$ cat config.mk
export PLATFORM = sky130hd
export DESIGN_NAME = fks_sorter_flat
export DESIGN_NICKNAME = d
export VERILOG_FILES = /design/src/rtl/fks_pkg.sv /design/src/rtl/fks_if.sv /design/src/rtl/fks_sorter.sv /design/src/flat_wrapper.sv
export SDC_FILE = /design/constraint.sdc
export NUM_CORES = 1
export LEC_CHECK = 0
export BUFFER_PORTS_ARGS = -buffer_cell sky130_fd_sc_hd__clkbuf_2
export CAP_MARGIN = 20
export CORE_ASPECT_RATIO = 1.1
export CORE_MARGIN = 2
export CORE_UTILIZATION = 35
export DETAILED_ROUTE_END_ITERATION = 10
export GPL_TIMING_DRIVEN = 0
export SETUP_SLACK_MARGIN = 0.05
export SKIP_CTS_REPAIR_TIMING = 1
export SLEW_MARGIN = 0
export SYNTH_ARGS = -nofsm -noshare
export SYNTH_HDL_FRONTEND = slang
export SYNTH_SLANG_ARGS = --single-unit
$ cat constraint.sdc
create_clock -name i_clk -period 12 [get_ports i_clk]
set_input_delay 0.6 -clock i_clk [delete_from_list [all_inputs] [get_ports i_clk]]
set_output_delay 0.6 -clock i_clk [all_outputs]
set_load 0.01 [all_outputs]
$ cat src/rtl/fks_pkg.sv
// Package for the facet key heap sorter: sizes, record type, sequencer states
// and the structs that pass between the sorter, its store and the top level.
// No dependencies.
package fks_pkg;

    localparam int MAX_FACETS = 64;
    localparam int ADDR_W     = (MAX_FACETS > 1) ? $clog2(MAX_FACETS) : 1;
    localparam int CNT_W      = $clog2(MAX_FACETS + 1);
    localparam int J_W        = CNT_W + 1;

    localparam int SECTOR_W = 16;
    localparam int PATCH_W  = 24;
    localparam int FACET_W  = 24;
    localparam int REC_W    = SECTOR_W + PATCH_W + FACET_W;

    typedef logic [REC_W-1:0]  t_rec;
    typedef logic [ADDR_W-1:0] t_addr;
    typedef logic [CNT_W-1:0]  t_cnt;
    typedef logic [J_W-1:0]    t_jidx;

    typedef enum logic [3:0] {
        S_LOAD,
        S_OUTER,
        S_HOLD,
        S_SWAP,
        S_SIFT_RD,
        S_SIFT_CMP,
        S_FIN,
        S_EMIT_RD,
        S_EMIT_LD
    } t_state;

    typedef struct packed {
        logic  we;
        t_addr waddr;
        t_rec  wdata;
        logic  re;
        t_addr raddr_a;
        t_addr raddr_b;
    } t_mem_req;

    typedef struct packed {
        logic load;
        logic last;
    } t_emit;

endpackage

$ cat src/rtl/fks_if.sv
// Handshake channels of the facet key heap sorter: input records and sorted results.
// Depends on fks_pkg for the field widths.
interface fks_in_if;
    logic                         valid;
    logic                         ready;
    logic [fks_pkg::SECTOR_W-1:0] sector_key;
    logic [fks_pkg::PATCH_W-1:0]  patch_key;
    logic [fks_pkg::FACET_W-1:0]  facet_key;
    logic                         last_facet;

    modport source (output valid, sector_key, patch_key, facet_key, last_facet,
                    input ready);
    modport sink (input valid, sector_key, patch_key, facet_key, last_facet,
                  output ready);
endinterface


$ cat src/rtl/fks_sorter.sv
// Sequencer of the facet key heap sorter: loads records, runs the heapsort
// over the record store and steps through the sorted store for emission.
// Depends on fks_pkg and fks_if; drives the store through a t_mem_req struct.
module fks_sorter (
    input  logic              i_clk,
    input  logic              i_rst_n,
    fks_in_if.sink            i_in,
    output fks_pkg::t_mem_req o_mem_req,
    input  fks_pkg::t_rec     i_rd_a,
    input  fks_pkg::t_rec     i_rd_b,
    input  logic              i_out_free,
    output fks_pkg::t_emit    o_emit
);

    fks_pkg::t_state r_state, n_state;
    fks_pkg::t_cnt   r_count, n_count;
    fks_pkg::t_cnt   r_bound, n_bound;
    fks_pkg::t_cnt   r_top, n_top;
    fks_pkg::t_cnt   r_i, n_i;
    fks_pkg::t_jidx  r_j, n_j;
    fks_pkg::t_cnt   r_k, n_k;
    fks_pkg::t_rec   r_hold, n_hold;

    logic            in_acc;
    logic            room;
    fks_pkg::t_cnt   cnt_new;
    fks_pkg::t_cnt   bound_dec;
    logic            j_in_heap;
    logic            take_b;
    fks_pkg::t_rec   pick;
    fks_pkg::t_jidx  jsel;
    logic            sink_hold;
    logic            emit_last;

    assign in_acc    = i_in.valid && i_in.ready;
    assign room      = (r_count < fks_pkg::CNT_W'(fks_pkg::MAX_FACETS));
    assign cnt_new   = room ? (r_count + fks_pkg::CNT_W'(1)) : r_count;
    assign bound_dec = r_bound - fks_pkg::CNT_W'(1);
    assign j_in_heap = (r_j <= {1'b0, r_bound});
    // The right child only exists while it lies inside the heap.
    assign take_b    = (r_j < {1'b0, r_bound}) && (i_rd_a < i_rd_b);
    assign pick      = take_b ? i_rd_b : i_rd_a;
    assign jsel      = r_j + fks_pkg::J_W'(take_b);
    assign sink_hold = (r_hold < pick);
    assign emit_last = ((r_k + fks_pkg::CNT_W'(1)) == r_count);

    always_comb begin
        n_state = r_state;
        case (r_state)
            fks_pkg::S_LOAD: begin
                if (in_acc && i_in.last_facet) begin
                    n_state = (cnt_new < fks_pkg::CNT_W'(2)) ? fks_pkg::S_EMIT_RD
                                                             : fks_pkg::S_OUTER;
                end
            end
            fks_pkg::S_OUTER: begin
                n_state = (r_top > fks_pkg::CNT_W'(1)) ? fks_pkg::S_HOLD : fks_pkg::S_SWAP;
            end
            fks_pkg::S_HOLD: n_state = fks_pkg::S_SIFT_RD;
            fks_pkg::S_SWAP: begin
                n_state = (bound_dec == fks_pkg::CNT_W'(1)) ? fks_pkg::S_FIN
                                                            : fks_pkg::S_SIFT_RD;
            end
            fks_pkg::S_SIFT_RD: begin
                n_state = j_in_heap ? fks_pkg::S_SIFT_CMP : fks_pkg::S_OUTER;
            end
            fks_pkg::S_SIFT_CMP: begin
                n_state = sink_hold ? fks_pkg::S_SIFT_RD : fks_pkg::S_OUTER;
            end
            fks_pkg::S_FIN:     n_state = fks_pkg::S_EMIT_RD;
            fks_pkg::S_EMIT_RD: n_state = fks_pkg::S_EMIT_LD;
            fks_pkg::S_EMIT_LD: begin
                if (i_out_free) begin
                    n_state = emit_last ? fks_pkg::S_LOAD : fks_pkg::S_EMIT_RD;
                end
            end
            default: n_state = fks_pkg::S_LOAD;
        endcase
    end

    always_comb begin
        n_count   = r_count;
        n_bound   = r_bound;
        n_top     = r_top;
        n_i       = r_i;
        n_j       = r_j;
        n_k       = r_k;
        n_hold    = r_hold;
        o_mem_req = '0;
        o_emit    = '0;
        i_in.ready = 1'b0;
        case (r_state)
            fks_pkg::S_LOAD: begin
                i_in.ready = 1'b1;
                if (in_acc) begin
                    o_mem_req.we    = room;
                    o_mem_req.waddr = r_count[fks_pkg::ADDR_W-1:0];
                    o_mem_req.wdata = {i_in.sector_key, i_in.patch_key, i_in.facet_key};
                    n_count = cnt_new;
                    if (i_in.last_facet) begin
                        n_k     = '0;
                        n_bound = cnt_new;
                        n_top   = (cnt_new >> 1) + fks_pkg::CNT_W'(1);
                    end
                end
            end
            fks_pkg::S_OUTER: begin
                o_mem_req.re = 1'b1;
                if (r_top > fks_pkg::CNT_W'(1)) begin
                    n_top = r_top - fks_pkg::CNT_W'(1);
                    o_mem_req.raddr_a = fks_pkg::ADDR_W'(r_top - fks_pkg::CNT_W'(2));
                end else begin
                    // Sort-down: fetch the last heap entry and the root together.
                    o_mem_req.raddr_a = fks_pkg::ADDR_W'(bound_dec);
                    o_mem_req.raddr_b = '0;
                end
            end
            fks_pkg::S_HOLD: begin
                n_hold = i_rd_a;
                n_i    = r_top;
                n_j    = {r_top, 1'b0};
            end
            fks_pkg::S_SWAP: begin
                n_hold          = i_rd_a;
                o_mem_req.we    = 1'b1;
                o_mem_req.waddr = fks_pkg::ADDR_W'(bound_dec);
                o_mem_req.wdata = i_rd_b;
                n_bound         = bound_dec;
                n_i             = r_top;
                n_j             = {r_top, 1'b0};
            end
            fks_pkg::S_SIFT_RD: begin
                if (j_in_heap) begin
                    o_mem_req.re      = 1'b1;
                    o_mem_req.raddr_a = fks_pkg::ADDR_W'(r_j - fks_pkg::J_W'(1));
                    o_mem_req.raddr_b = fks_pkg::ADDR_W'(r_j);
                end else begin
                    o_mem_req.we    = 1'b1;
                    o_mem_req.waddr = fks_pkg::ADDR_W'(r_i - fks_pkg::CNT_W'(1));
                    o_mem_req.wdata = r_hold;
                end
            end
            fks_pkg::S_SIFT_CMP: begin
                o_mem_req.we    = 1'b1;
                o_mem_req.waddr = fks_pkg::ADDR_W'(r_i - fks_pkg::CNT_W'(1));
                o_mem_req.wdata = sink_hold ? pick : r_hold;
                if (sink_hold) begin
                    n_i = jsel[fks_pkg::CNT_W-1:0];
                    n_j = {jsel[fks_pkg::CNT_W-1:0], 1'b0};
                end
            end
            fks_pkg::S_FIN: begin
                o_mem_req.we    = 1'b1;
                o_mem_req.waddr = '0;
                o_mem_req.wdata = r_hold;
                n_k             = '0;
            end
            fks_pkg::S_EMIT_RD: begin
                o_mem_req.re      = 1'b1;
                o_mem_req.raddr_a = r_k[fks_pkg::ADDR_W-1:0];
            end
            fks_pkg::S_EMIT_LD: begin
                if (i_out_free) begin
                    o_emit.load = 1'b1;
                    o_emit.last = emit_last;
                    n_k         = r_k + fks_pkg::CNT_W'(1);
                    if (emit_last) begin
                        n_count = '0;
                        n_bound = '0;
                    end
                end
            end
            default: begin
                n_count = '0;
            end
        endcase
    end

    always_ff @(posedge i_clk) begin
        if (!i_rst_n) begin
            r_state <= fks_pkg::S_LOAD;
            r_count <= '0;
            r_bound <= '0;
        end else begin
            r_state <= n_state;
            r_count <= n_count;
            r_bound <= n_bound;
        end
    end

    always_ff @(posedge i_clk) begin
        r_top  <= n_top;
        r_i    <= n_i;
        r_j    <= n_j;
        r_k    <= n_k;
        r_hold <= n_hold;
    end

`ifndef ASSERT_OFF
    a_count_range: assert property (@(posedge i_clk) disable iff (!i_rst_n)
        r_count <= fks_pkg::CNT_W'(fks_pkg::MAX_FACETS))
        else $error("record count exceeds the store depth");

    a_child_in_heap: assert property (@(posedge i_clk) disable iff (!i_rst_n)
        (r_state == fks_pkg::S_SIFT_CMP) |-> (r_j <= {1'b0, r_bound}))
        else $error("sift compare on a child outside the heap");

    a_swap_at_root: assert property (@(posedge i_clk) disable iff (!i_rst_n)
        (r_state == fks_pkg::S_SWAP) |-> (r_top == fks_pkg::CNT_W'(1)
                                          && r_bound >= fks_pkg::CNT_W'(2)))
        else $error("sort-down swap outside the root phase");

    a_last_leaves_load: assert property (@(posedge i_clk) disable iff (!i_rst_n)
        (in_acc && i_in.last_facet) |=> (r_state != fks_pkg::S_LOAD))
        else $error("last record did not start the sort");
`endif

endmodule

$ cat src/flat_wrapper.sv
// flat-port wrapper written by rule: the top's interface ports become plain ports
module fks_sorter_flat 
  (i_clk, i_rst_n, o_mem_req, i_rd_a, i_rd_b, i_out_free, o_emit, i_in_valid, i_in_sector_key, i_in_patch_key, i_in_facet_key, i_in_last_facet, i_in_ready);
  fks_in_if i_in_i ();
  input  logic i_clk;
  input  logic i_rst_n;
  output fks_pkg::t_mem_req o_mem_req;
  input  fks_pkg::t_rec i_rd_a;
  input  fks_pkg::t_rec i_rd_b;
  input  logic i_out_free;
  output fks_pkg::t_emit o_emit;
  input wire logic [$bits(i_in_i.valid)-1:0] i_in_valid;
  input wire logic [$bits(i_in_i.sector_key)-1:0] i_in_sector_key;
  input wire logic [$bits(i_in_i.patch_key)-1:0] i_in_patch_key;
  input wire logic [$bits(i_in_i.facet_key)-1:0] i_in_facet_key;
  input wire logic [$bits(i_in_i.last_facet)-1:0] i_in_last_facet;
  output wire logic [$bits(i_in_i.ready)-1:0] i_in_ready;
  assign i_in_i.valid = i_in_valid;
  assign i_in_i.sector_key = i_in_sector_key;
  assign i_in_i.patch_key = i_in_patch_key;
  assign i_in_i.facet_key = i_in_facet_key;
  assign i_in_i.last_facet = i_in_last_facet;
  assign i_in_ready = i_in_i.ready;
  fks_sorter u_core (.i_clk(i_clk), .i_rst_n(i_rst_n), .i_in(i_in_i), .o_mem_req(o_mem_req), .i_rd_a(i_rd_a), .i_rd_b(i_rd_b), .i_out_free(i_out_free), .o_emit(o_emit));
endmodule
==> flow_summary.json <==
{
  "status": "completed",
  "max_stage_delay_ps": 490,
  "final-setup-viol-count": 0,
  "vias": 10700,
  "grt_pass1_wl_um": 63700,
  "post_drt_wl_per_cell_um": 23.3,
  "initial_core_util": 0.356,
  "fin_total_pwr_uw": 2590,
  "synthAdderAreaFrac": 0.170,
  "finalMaxSlewViolations": 0,
  "switchingPower_uw": 1330,
  "wl_um": 43600,
  "clkPwrFrac": 0.120,
  "antenna_found_initial": 6,
  "post_synth.cell_area_avg_um2": 8.83,
  "endpoint": "o_mem_req[76]",
  "max_slew_margin": 0.206,
  "ys_seq_elements": 103,
  "switching_share": 0.513,
  "hold_viol": 0,
  "hp-class": "input pin to register",
  "yosys_warnings": 0,
  "hpwl_um": 34100,
  "path_clk_slew_ps": 90,
  "dp.cells": 1848,
  "cp_common_cell": "nand2_1",
  "async_flop_share": 0,
  "synth_mux_area_frac": 0.00951,
  "ant_nets": 0,
  "synthXorXnorAreaFrac": 0.0342,
  "syn_area_mm2": 0.0105,
  "cts.sinks": 103,
  "critPathMaxFanout": 10,
  "num_rows": 66,
  "p_leak_uw": 0.00571,
  "mostFrequentLayoutCell": "clkbuf_2",
  "pin_count": 284,
  "drc": 0,
  "synth_edf_count": 85,
  "r2r-start": "u_core.r_j[6]$_DFFE_PP_",
  "fmaxAchievable_ghz": 0.139,
  "drv_cap": 0,
  "cts.htree.levels": 3,
  "critPathLaunchType": "input pin",
  "drive_gt1_frac": 0.294,
  "rsz0062_at_grt": "false",
  "synth_cells": 1191,
  "multiInputGateArea_mm2": 0.00693,
  "port_buffers": 282,
  "final_net_count": 1827,
  "seq_area_frac_synth": 0.277,
  "synth_top_family_by_area": "compound AO/OA/AOI/OAI gates",
  "slowest_stage": "a221oi_1",
  "viasPerCell": 5.73,
  "power_density_mw_per_mm2": 203,
  "max_slew.worst_pin.slew_ps": 1190,
  "grt_remaining_overflow": 0,
  "root_buffer": "clkbuf_16",
  "first_iter_violations": 912,
  "grt_max_degree": 59,
  "power_frac_seq": 0.246,
  "die_y_um": 186,
  "grt_usage": 0.272,
  "critical_path_class": "input pin to primary output",
  "gp_congestion": 0.934,
  "grt_pass1_vias": 10600,
  "final_cell_mix": "clkbuf_2, ha_1, nor2_1",
  "synth-simple-area-share": 0.195,
  "r2r_cells": 21,
  "hold_ws_ps": 444,
  "crit_path_start": "i_rd_b[45]",
  "fin_crit_sh": 0.597,
  "vdd_ir_drop_max_mv": 0.0935,
  "critPathCaptureType": "primary output",
  "synth_cell_type_count": 62,
  "die_w_um": 169,
  "core_region_area_mm2": 0.0296,
  "cts_buffers": 9,
  "ys_dominant_reg_cell": "edfxtp_1",
  "stdcell_count": 1871,
  "required_ps": 11400,
  "clk_latency_ps": 370,
  "nFillCells": 3080,
  "die-area_mm2": 0.0315,
  "worstPathArrival_ps": 6570,
  "synth_compound_area_frac": 0.249,
  "regArea_mm2": 0.00291,
  "reg2reg_setup_slack_ps": 6010,
  "fin_crit_ps": 7170,
  "comb_power_share": 0.633,
  "syn_nets": 1531,
  "p_int_uw": 1260,
  "r2r_end": "u_core.r_j[6]$_DFFE_PP_",
  "drt_pre_antenna_iters": 5,
  "cts.path.max_buffers": 2,
  "finClkSkew_ps": 14.8,
  "area_delta_synth_final_pct": 21.2,
  "fin_setup_tns_ps": 0,
  "tritoncts": "done"
}
## area by class of cell
type                            instances  area share
Antenna cell                            5    0.000981
Buffer                                 61      0.0267
Clock buffer                           10      0.0187
Clock inverter                          6     0.00393
Inverter                               91      0.0270
Multi-Input combinational cell        936       0.544
Sequential cell                       103       0.228
Tap cell                              374      0.0367
Timing Repair Buffer                  285       0.114
## worst min-delay path by stage
stage,from,to,slack [ps],cells after the start
after floorplan,u_core.r_bound[6]$_SDFFE_PN0P_,u_core.r_bound[6]$_SDFFE_PN0P_,470,2
after global placement,u_core.r_bound[6]$_SDFFE_PN0P_,u_core.r_bound[6]$_SDFFE_PN0P_,510,2
after detailed placement,u_core.r_bound[5]$_SDFFE_PN0P_,u_core.r_bound[5]$_SDFFE_PN0P_,510,2
after CTS,i_rd_a[15],u_core.r_hold[15]$_DFFE_PP_,440,1
after global routing,i_rd_a[15],u_core.r_hold[15]$_DFFE_PP_,440,1
final,i_rd_a[42],u_core.r_hold[42]$_DFFE_PP_,440,1
## synthesized netlist by cell type, types with 3 or more instances
cell type  number  area, um2
nand2_1        81        304
a221o_1         7       70.1
mux2i_1        10        100
a31oi_1         6       37.5
inv_1          91        342
ha_1          143       1790
nor3_1         18       90.1
a21boi_0        4       30.0
o21a_1          4       30.0
or3_1           3       18.8
a221oi_1        4       35.0
o211ai_1       28        210
nor2_1        122        458
nand3_1        23        115
and2_1          5       31.3
xor2_1         15        131
nor2b_1         8       50.1
nand3_2        60        601
o211ai_2       39        488
nor3b_1         4       30.0
a211oi_1       17        128
nand2b_1        5       31.3
a22oi_1        70        526
a21oi_1       115        576
o21ai_0        38        190
buf_2          17       85.1
o22ai_1         3       18.8
and3_1          5       31.3
xnor2_1        21        184
nor4_1          5       31.3
nand4_1        25        156
buf_6          11        124
edfxtp_1       85       2550
dfxtp_1        18        360
clkbuf_1       29        109
a21o_1         16        120
## cells by family (layout without fill, tap and decap cells)
family | Yosys count | in the layout
simple gates | 376 | 376
compound gates | 368 | 368
buf+inv | 152 | 453
fa+ha+maj | 143 | 143
flops | 103 | 103
xor+xnor | 38 | 38
mux | 10 | 10
other cells | 1 | 6
## metrics by stage
| stage | cell area, um2 | utilization | setup WS, ps |
|---|---|---|---|
| after floorplan | 10500 | - | 6690 |
| after detailed placement | 12400 | 0.421 | 4900 |
| final | 12800 | 0.431 | 4830 |
| after global routing | 12700 | 0.431 | 4410 |
| after global placement | 12400 | 0.419 | 4920 |
| after CTS | 12700 | 0.430 | 4850 |
## metal layers
| layer | GRT usage | part of all wire | vias to the layer above | wire, um |
|---|---|---|---|---|
| met4 | 0.129 | 0.047 | 2 | 2050 |
| met2 | 0.471 | 0.48 | 489 | 20900 |
| met3 | 0.0487 | 0.072 | 96 | 3120 |
| met5 | 0 | 0.00039 | - | 17 |
| met1 | 0.328 | 0.40 | 5072 | 17600 |
| li1 | - | - | 5065 | - |
## flip-flops by register name, indices dropped and copies added (netlist names)
register,flops
u_core.r_state,4
u_core.r_j,2
u_core.r_top,7
u_core.r_k,7
u_core.r_count,7
u_core.r_bound,7
u_core.r_hold,64
u_core.r_i,5
## power by group through the flow
| stage | clock network, uW | logic, uW | registers (uW) |
|---|---|---|---|
| 2_1_floorplan | 0 | 1050 | 606 |
| 3_3_place_gp | 0 | 1600 | 646 |
| 3_5_place_dp | 0 | 1610 | 643 |
| 4_1_cts | 315 | 1620 | 636 |
| 5_1_grt | 327 | 1780 | 649 |
| 6_report | 312 | 1640 | 638 |
## worst max-delay path: cells and delay by family
family | cells | cell delay [ps]
fa+ha+maj | 2 | 610
compound gates | 8 | 2170
buf+inv | 6 | 1260
simple gates | 9 | 1900
Note: power is estimated with default switching activity, not from simulation.
